==> config.mk <==
export PLATFORM = sky130hd
export DESIGN_NAME = skt_front
export DESIGN_NICKNAME = d
export VERILOG_FILES = /design/src/hw/rtl/skt_pkg.sv /design/src/hw/rtl/skt_front.sv
export SDC_FILE = /design/constraint.sdc
export NUM_CORES = 1
export LEC_CHECK = 0
export ABC_AREA = 1
export BUFFER_PORTS_ARGS = -buffer_cell sky130_fd_sc_hd__buf_4
export CORE_MARGIN = 5
export CORE_UTILIZATION = 35
export CTS_BUF_LIST = sky130_fd_sc_hd__clkbuf_8 sky130_fd_sc_hd__clkbuf_16
export DETAILED_ROUTE_END_ITERATION = 6
export PLACE_DENSITY_LB_ADDON = 0.3
export SKIP_CTS_REPAIR_TIMING = 1
export SLEW_MARGIN = 10
export SYNTH_ARGS = -nofsm -noshare
export SYNTH_HDL_FRONTEND = slang
export SYNTH_SLANG_ARGS = --single-unit
==> constraint.sdc <==
create_clock -name clk -period 2 [get_ports clk]
set_clock_uncertainty 0.1 [all_clocks]
set_input_delay 0.3 -clock clk [delete_from_list [all_inputs] [get_ports clk]]
set_output_delay 0.3 -clock clk [all_outputs]
set_load 0.05 [all_outputs]
==> src/hw/rtl/skt_pkg.sv <==
// Shared types and constants for the sorted key table search block.
package skt_pkg;

  localparam int TABLE_DEPTH = 4096;
  localparam int IDX_W       = $clog2(TABLE_DEPTH);
  localparam int CNT_W       = IDX_W + 1;
  localparam int ADDR_W      = IDX_W + 1;
  localparam int KEY_W       = 64;
  localparam int VAL_W       = 16;
  localparam int CFG_IDX_W   = 2;
  localparam int Q_DEPTH     = 2;
  localparam int QPTR_W      = $clog2(Q_DEPTH);
  localparam int QCNT_W      = QPTR_W + 1;

  localparam logic [1:0] MODE_LOAD   = 2'd0;
  localparam logic [1:0] MODE_LOOKUP = 2'd1;
  localparam logic [1:0] MODE_READ   = 2'd2;
  localparam logic [1:0] MODE_UPDATE = 2'd3;

  localparam logic [CFG_IDX_W-1:0] REG_COUNT_SIDE0 = CFG_IDX_W'(0);
  localparam logic [CFG_IDX_W-1:0] REG_COUNT_SIDE1 = CFG_IDX_W'(1);

  typedef struct packed {
    logic [1:0]       mode;
    logic             side;
    logic [KEY_W-1:0] key;
    logic [IDX_W-1:0] entry_index;
    logic [VAL_W-1:0] new_value;
  } req_t;

  typedef struct packed {
    logic             found;
    logic [IDX_W-1:0] match_index;
    logic [VAL_W-1:0] stored_value;
    logic             changed;
  } rsp_t;

  typedef struct packed {
    logic [1:0]       mode;
    logic             side;
    logic [KEY_W-1:0] key;
    logic [IDX_W-1:0] idx;
    logic [VAL_W-1:0] new_value;
    logic [CNT_W-1:0] count;
  } cmd_t;

endpackage

==> src/hw/rtl/skt_front.sv <==
// Front end: count registers, item intake and command build.
module skt_front (
  input  logic                          clk,
  input  logic                          rst,
  input  logic                          push,
  input  skt_pkg::req_t                 item,
  input  logic                          cfg_valid,
  output logic                          cfg_ready,
  input  logic [skt_pkg::CFG_IDX_W-1:0] cfg_index,
  input  logic [skt_pkg::CNT_W-1:0]     cfg_data,
  output logic                          cmd_valid,
  output skt_pkg::cmd_t                 cmd
);
  import skt_pkg::*;

  logic [CNT_W-1:0] count_side0;
  logic [CNT_W-1:0] count_side1;
  logic [CNT_W-1:0] count_sel;

  assign cfg_ready = 1'b1;

  always_ff @(posedge clk) begin
    if (rst) begin
      count_side0 <= '0;
      count_side1 <= '0;
    end else if (cfg_valid && cfg_ready) begin
      unique case (cfg_index)
        REG_COUNT_SIDE0: count_side0 <= cfg_data;
        REG_COUNT_SIDE1: count_side1 <= cfg_data;
        default: ;
      endcase
    end
  end

  assign count_sel = item.side ? count_side1 : count_side0;

  always_comb begin
    cmd.mode      = item.mode;
    cmd.side      = item.side;
    cmd.key       = item.key;
    cmd.idx       = item.entry_index;
    cmd.new_value = item.new_value;
    // clamp to table depth
    cmd.count     = (count_sel > CNT_W'(TABLE_DEPTH)) ? CNT_W'(TABLE_DEPTH) : count_sel;
  end

  assign cmd_valid = push;

endmodule

==> results by group <==
Status
  – Outcome: finished, final reports clean

Global routing
  – Global-route wire length before repair: 6470 um
  – Tot GR Track Use: 0.106
  – M2 GR Usage: 0.156
  – Met3 Usage GRT: 0.0371
  – Pin count of the biggest net entering global routing: 27
  – Antenna violations before repair: 0
  – Number of global-route vias before repair: 1288
  – Gr ovfl total: 0
  – Most crowded layer after global routing: met2
  – GR Util met1: 0.134

Floorplanning
  – Chip width: 86.4 um
  – # IOs: 224
  – Core area: 5570 um^2
  – Die H: 86.4 um
  – Starting density of the core: 0.367
  – Die area: 7470 um^2
  – Row count: 27

Yosys
  – Largest cells by area after synthesis: buf_4, dfxtp_1, nand2_1, a211oi_1, nor2_1
  – Post-synth top area cell: buf_4
  – Mapped Area: 2040 um^2
  – Avg Cell Area, Syn: 7.30 um^2
  – Register bit total from synthesis: 26
  – Synth Instances: 280
  – Seq/Total Area, Yosys: 0.255
  – Share of the synthesized area in the top cell type: 0.356
  – Yosys Warn Count: 0
  – Unique masters post-synth: 17
  – Synth Net Count: 394

Power
  – Peak supply drop: 306 uV
  – LEAKAGE: 0.829 nW
  – Pwr Total: 0.00127 W
  – Pwr dens: 657 nW/um^2

Clock tree
  – Root buf cell: clkbuf_8
  – Num CTS Buffers: 3
  – Clock transition at path regs: 0.09 ns
  – Clock H-tree levels: 1
  – Worst-Skew Late Latency: 0.27 ns
  – Clock buffer depth: 2
  – CTS tree: yes
  – Clock sinks: 26

Timing
  – Setup ws final: 0.00393 ns
  – Slew Limit Fails: 0
  – Total Negative Setup Slacks: 0 ns
  – Final min period: 2.00 ns
  – Max Clk Rate: 0.501 GHz
  – Final period util: 0.998
  – Final setup violation count: 0
  – Endpoints failing hold: 0
  – RSZ-0062 raised after global routing: true

Cells and area
  – Commonest non-fill, non-tap cell in the layout: nand2_1
  – Register Area: 526 um^2
  – # fillers: 593
  – Cell Count, Final, Fillers Out: 297
  – Multi-input gate area: 709 um^2
  – Commonest cells after routing, fill and taps aside: nand2_1, buf_4, nor2_1, a211oi_1, dfxtp_1
  – Share of cells above drive strength 1: 0.436
  – ANT cells: 0
  – Final Core Density: 0.346
  – Nets: 340
  – Area growth from synthesis to layout: -5.51%

Hold path
  – Type of the worst min-delay path: input pin to register

Setup path
  – Type of the worst setup path: register to output port
  – Critical Path Sink Type: output port
  – Crit Path Max Fanout: 9
  – CP required: 1.60 ns
  – CP Data Arrival Time: 1.60 ns
  – Startpoint Class: register

Detailed routing
  – DRC violations left: 0
  – Vias per cell: 4.52
  – Detailed Route WL: 4030 um
  – DR vias: 1342
  – Post-route ant nets: 0
  – Drt wl/cell: 13.6 um
  – DRT Pass-1 Iters: 4
  – Iter 0 DRT Violations: 70

Placement
  – Inst Count DP: 289
  – Port Buffer Count: 32
  – Setup WS pre-CTS: -0.0224 ns
  – Gpl congestion: 0.752
  – Post-DP HPWL: 2980 um

Run
  – Max Cap Viol: 0
-- worst max-delay path, stage by stage, from the launching register on --
cell and delay (ns):
dfxtp_1 0.31, inv_1 0.07, nand2_2 0.07, o21ai_4 0.09, nand2_2 0.08, nor2_2 0.09
nand3_2 0.12, buf_12 0.17, a21oi_2 0.14, buf_6 0.17
-- Yosys cell counts --
| library cell | count |
|---|---|
| dfxtp_1 | 26 |
| clkbuf_1 | 7 |
| nand2_2 | 2 |
| o21ai_2 | 2 |
| buf_6 | 4 |
| a21oi_2 | 10 |
| buf_2 | 1 |
| conb_1 | 1 |
| buf_4 | 97 |
| inv_1 | 14 |
| a211oi_1 | 22 |
| inv_2 | 1 |
| nand2_1 | 49 |
| nor2_1 | 27 |
| a21oi_1 | 6 |
| nand3_2 | 1 |
| clkinv_2 | 10 |
-- worst paths after layout --
path / slack, ns / to / cells past startpoint / from
worst max register to register: 1.12 / count_side1[0] / 3 / count_side1[0]
worst min register to register: 0.36 / count_side0[0] / 2 / count_side0[0]
worst max-delay path: 0.004 / cmd[7] / 9 / count_side1[2]
worst min-delay path: 0.18 / count_side0[3] / 3 / cfg_data[3]
-- area by class of cell --
type	count	share of cell area
multi-input combinational	120	0.367
sequential	26	0.272
timing repair buffer	50	0.228
inverter	25	0.0570
clock buffer	4	0.0285
tap	72	0.0467
-- cells by family after synthesis --
| group | Yosys count | synth area share |
|---|---|---|
| other | 1 | 0.00184 |
| buffers and inverters | 134 | 0.446 |
| and+or+nand+nor | 79 | 0.151 |
| AOI/OAI and AO/OA | 40 | 0.147 |
| DFF | 26 | 0.255 |
-- routing by layer --
metal  routed length [um]  part of all wire  up-vias
li1                     -                 -      667
met5                    0                 0        -
met1                 1760              0.44      584
met3                  320             0.079       26
met2                 1800              0.45       65
met4                  162             0.040        0
-- where the power goes --
part	total, W	internal, W	switching, W
clock network	0.000341	0.000176	0.000165
registers	0.000554	0.000544	0.00000988
logic	0.000374	0.000150	0.000224
-- registers in the layout, indices dropped and copies added (netlist names) --
signal,count
count_side0,13
count_side1,13
-- metrics by stage --
step           instance area, um^2  hold slack [ns]
6_report                      1930            0.184
5_1_grt                       1930            0.205
4_1_cts                       1750            0.186
3_5_place_dp                  1690            0.347
3_3_place_gp                  1690            0.343
2_1_floorplan                 2050            0.331
Note: power is estimated with default switching activity, not from simulation.
