### config.mk
export PLATFORM = sky130hd
export DESIGN_NAME = skt_cmd_queue
export DESIGN_NICKNAME = d
export VERILOG_FILES = /design/src/hw/rtl/skt_pkg.sv /design/src/hw/rtl/skt_cmd_queue.sv
export SDC_FILE = /design/constraint.sdc
export NUM_CORES = 1
export LEC_CHECK = 0
export ABC_CLOCK_PERIOD_IN_PS = 3700
export BUFFER_PORTS_ARGS = -buffer_cell sky130_fd_sc_hd__buf_2
export CAP_MARGIN = 10
export CORE_UTILIZATION = 35
export DETAILED_ROUTE_END_ITERATION = 8
export HOLD_SLACK_MARGIN = 0.02
export PLACE_DENSITY_LB_ADDON = 0.08
export RECOVER_POWER = 50
export SLEW_MARGIN = 20
export SYNTH_ARGS = -nofsm -noshare
export SYNTH_HDL_FRONTEND = slang
export SYNTH_SLANG_ARGS = --single-unit
### constraint.sdc
create_clock -name clk -period 3.7 [get_ports clk]
set_input_delay 0.555 -clock clk [delete_from_list [all_inputs] [get_ports clk]]
set_output_delay 0.555 -clock clk [all_outputs]
set_load 0.005 [all_outputs]
### src/hw/rtl/skt_pkg.sv
// Shared types and constants for the sorted key table search block.
package skt_pkg;

  localparam int TABLE_DEPTH = 4096;
  localparam int IDX_W       = $clog2(TABLE_DEPTH);
  localparam int CNT_W       = IDX_W + 1;
  localparam int ADDR_W      = IDX_W + 1;
  localparam int KEY_W       = 64;
  localparam int VAL_W       = 16;
  localparam int CFG_IDX_W   = 2;
  localparam int Q_DEPTH     = 2;
  localparam int QPTR_W      = $clog2(Q_DEPTH);
  localparam int QCNT_W      = QPTR_W + 1;

  localparam logic [1:0] MODE_LOAD   = 2'd0;
  localparam logic [1:0] MODE_LOOKUP = 2'd1;
  localparam logic [1:0] MODE_READ   = 2'd2;
  localparam logic [1:0] MODE_UPDATE = 2'd3;

  localparam logic [CFG_IDX_W-1:0] REG_COUNT_SIDE0 = CFG_IDX_W'(0);
  localparam logic [CFG_IDX_W-1:0] REG_COUNT_SIDE1 = CFG_IDX_W'(1);

  typedef struct packed {
    logic [1:0]       mode;
    logic             side;
    logic [KEY_W-1:0] key;
    logic [IDX_W-1:0] entry_index;
    logic [VAL_W-1:0] new_value;
  } req_t;

  typedef struct packed {
    logic             found;
    logic [IDX_W-1:0] match_index;
    logic [VAL_W-1:0] stored_value;
    logic             changed;
  } rsp_t;

  typedef struct packed {
    logic [1:0]       mode;
    logic             side;
    logic [KEY_W-1:0] key;
    logic [IDX_W-1:0] idx;
    logic [VAL_W-1:0] new_value;
    logic [CNT_W-1:0] count;
  } cmd_t;

endpackage

### src/hw/rtl/skt_cmd_queue.sv
// Short command queue between front end and search engine.
module skt_cmd_queue (
  input  logic          clk,
  input  logic          rst,
  input  logic          wr_en,
  input  skt_pkg::cmd_t wr_data,
  output logic          full,
  input  logic          rd_en,
  output logic          rd_valid,
  output skt_pkg::cmd_t rd_data
);
  import skt_pkg::*;

  cmd_t              slots [Q_DEPTH];
  logic [QPTR_W-1:0] wptr;
  logic [QPTR_W-1:0] rptr;
  logic [QCNT_W-1:0] cnt;
  logic              do_wr;
  logic              do_rd;

  assign full     = (cnt == QCNT_W'(Q_DEPTH));
  assign rd_valid = (cnt != '0);
  assign rd_data  = slots[rptr];
  assign do_wr    = wr_en && !full;
  assign do_rd    = rd_en && rd_valid;

  always_ff @(posedge clk) begin
    if (rst) begin
      wptr <= '0;
      rptr <= '0;
      cnt  <= '0;
    end else begin
      if (do_wr) wptr <= wptr + QPTR_W'(1);
      if (do_rd) rptr <= rptr + QPTR_W'(1);
      if (do_wr && !do_rd) cnt <= cnt + QCNT_W'(1);
      else if (do_rd && !do_wr) cnt <= cnt - QCNT_W'(1);
    end
  end

  always_ff @(posedge clk) begin
    if (do_wr) slots[wptr] <= wr_data;
  end

endmodule

==> flow_summary_export.csv <==
group,metric,value,unit
cts,cts_resized,0,
cts,cts_buffers,25,
cts,cts_tree,"done",
setup_path,cp_slowest_cell,"and2_0",
timing,period_share,0.790,
placed_design,dp_slack,1.33,ns
floorplan,initial_core_util,0.357,
logic_synthesis,syn_nets,474,
logic_synthesis,yosys.area_share.simple,0.00604,
logic_synthesis,synth.top_cell.area_share,0.802,
power_and_ir_drop,ir_worst_vdd,0.000363,V
setup_path,reg2reg_depth,4,
setup_path,path_cells,"nor2b_1, nor2_1, and2_0, buf_4",
global_route,grt_pass1_vias,4365,
power_and_ir_drop,p_per_area,684,nW/um^2
setup_path,end_kind,"flip-flop",
routing,wl_per_cell,17.7,um
timing,fin_ws,0.776,ns
global_route,grt_remaining_overflow,0,
setup_path,critical-path-top-delay-family,"simple AND/OR/NAND/NOR gates",
floorplan,die_w,154,um
final_layout,seqCellArea,6590,sq um
floorplan,dieArea,23700,sq um
routing,drc_errors,0,
logic_synthesis,synthAdderAreaFrac,0.00155,
setup_path,cp.depth,4,
timing,fin_skew,0.0136,ns
cts,cts.clk_slew.worst_paths,0.06,ns
logic_synthesis,postSynthCellCount,361,
cts,clk_path_buf_depth,3,
floorplan,ioPinCount,222,
timing,slew_headroom,-0.124,
cts,clkSinkCount,221,
flow_run,maxCapViolCount,1,
final_layout,multi_input_area,1400,sq um
global_route,grt_util_all_layers,0.135,
logic_synthesis,synthDistinctLibCells,16,
timing,tightest_slew,1.69,ns
logic_synthesis,synth_top_family_by_area,"multiplexers",
routing,num_vias,4118,
timing,fmax,0.342,GHz
final_layout,final_layout_size_suffix_gt1_frac,0.527,
logic_synthesis,yosys_warnings,0,
placed_design,numPortBuffers,221,
final_layout,finalNetCount,716,
logic_synthesis,syn_avg_cell_area,22.4,sq um
setup_path,crit_type,"flip-flop to flip-flop",
cts,clkLatencyLatePin,0.52,ns
placed_design,place_congestion,0.708,
timing,fin_crit,2.92,ns
global_route,grt_pass1_wl,24500,um
timing,setup_viol,0,
setup_path,setup.worst_path.start_class,"flip-flop",
logic_synthesis,synth_top_cell_by_area,"edfxtp_1",
global_route,antenna_found_initial,4,
final_layout,fin_cells,908,
setup_path,crit_fanout,34,
status,status,"complete, but fails checks",
timing,hold_viol,0,
final_layout,fillCellCount,2009,
setup_path,cp.required,3.85,ns
routing,dr.pass1.iters,4,
status,violations,"max-capacitance violations, max-slew violations",
routing,postRouteAntennaNets,0,
timing,hold_slack,0.224,ns
setup_path,critPathBufInv,1,
cts,cts_hold_repair.buffers,0,
setup_path,critical-path-max-stage-delay,1.28,ns
logic_synthesis,synthMuxAreaShare,0.160,
floorplan,num_rows,55,
logic_synthesis,synth_compound_area_frac,0.00310,
power_and_ir_drop,leakagePower,3.73,nW
timing,fin_setup_tns,0,ns
worst_hold_path,holdPathStages,1,
logic_synthesis,synth-seq-cells,221,
logic_synthesis,synth_xor_area_frac,0.00325,
floorplan,core_area,22600,sq um
cts,clock-root-buffer,"clkbuf_16",
floorplan,die_y,154,um
logic_synthesis,syn_area,8080,sq um
setup_path,cp.arrival,3.07,ns
logic_synthesis,yosys-top-cells-area,"edfxtp_1, mux2_2, mux2_4",
global_route,grt_max_degree,60,
timing,drv_slew,22,
worst_hold_path,holdCritPathClass,"input port to flip-flop",
timing,rsz0062_at_grt,"false",
placed_design,dp_hpwl,10400,um
routing,vias_per_cell,4.54,
power_and_ir_drop,p_total,6.99,mW
cts,h-tree-depth,1,
placed_design,place_inst,861,
routing,drt_wl_total,16100,um
final_layout,syn_to_final_growth,26.4,%
logic_synthesis,synth-seq-area-share,0.815,
cts,post-cts-setup-buffers,0,
routing,drt_iter0_drc,138,
==> cell type report <==
class,count,share of cell area
clock inverters,8,0.00404
multi-input cells,126,0.137
clock buffers,37,0.0676
repair buffers,227,0.110
flip-flops and latches,221,0.645
diodes,2,0.000490
well taps,285,0.0349
inverters,2,0.000980
==> final timing paths <==
check                                start             to  slack [ns]
worst min register to register        wptr           wptr        0.49
worst min-delay path            wr_data[3]    slots[0][3]        0.22
worst max-delay path                cnt[0]  slots[1][106]        0.78
worst max register to register      cnt[0]  slots[1][106]        0.78
==> per-layer routing <==
metal,wire [um],up-vias,GRT usage
met1,6880,1997,0.172
met5,30,-,0
met2,7250,160,0.208
met3,1580,34,0.0600
li1,-,1923,-
met4,357,4,0.0376
==> registers in the layout, indices dropped and copies added (netlist names), named ones only <==
register / cells
rptr: 1
slots: 216
cnt: 2
wptr: 1
==> worst reg2reg max path: cells and delay by family (launching register included) <==
kind	cells	cell delay, ns
and+or+nand+nor	3	1.52
DFF	1	0.40
buffers and inverters	1	0.62
==> cells by family after synthesis <==
group                      Yosys count
xor gates and xnor gates             3
muxes                              108
buffers and inverters               14
adders and majority gates            1
AOI/OAI and AO/OA                    5
DFF                                221
and+or+nand+nor                      9
==> synthesized netlist by cell type <==
| master | instances |
|---|---|
| mux2_4 | 20 |
| edfxtp_1 | 216 |
| nor2b_2 | 1 |
| xor2_1 | 3 |
| inv_1 | 2 |
| or3_1 | 2 |
| mux2_2 | 88 |
| a21oi_1 | 2 |
| buf_2 | 8 |
| nor2_1 | 4 |
| ha_1 | 1 |
| buf_6 | 4 |
| and2_1 | 1 |
| o21ai_0 | 3 |
| dfxtp_1 | 5 |
| or2_2 | 1 |
==> placed cells by master, fill, tap and decap left out, types with 2 or more instances in the layout <==
master	instances
clkinv_2	5
clkbuf_16	25
or3_1	2
dfxtp_1	4
diode_2	2
buf_12	2
mux2_2	88
clkbuf_1	54
clkbuf_8	2
buf_2	176
o21ai_0	3
xor2_1	3
edfxtp_1	216
mux2_4	20
nor2_1	4
buf_4	4
a21oi_1	2
clkinv_1	2
==> through the flow <==
step	util	cell area, sq um
3_5_place_dp	0.421	9540
5_1_grt	0.451	10200
4_1_cts	0.454	10300
3_3_place_gp	0.421	9540
6_report	0.451	10200
2_1_floorplan	-	8080
==> report_power, final <==
part	internal (mW)	leakage, nW	switching [mW]
clock	1.28	0.361	0.907
sequential	3.15	2.06	0.152
combinational	0.790	1.31	0.704
Note: power is estimated with default switching activity, not from simulation.
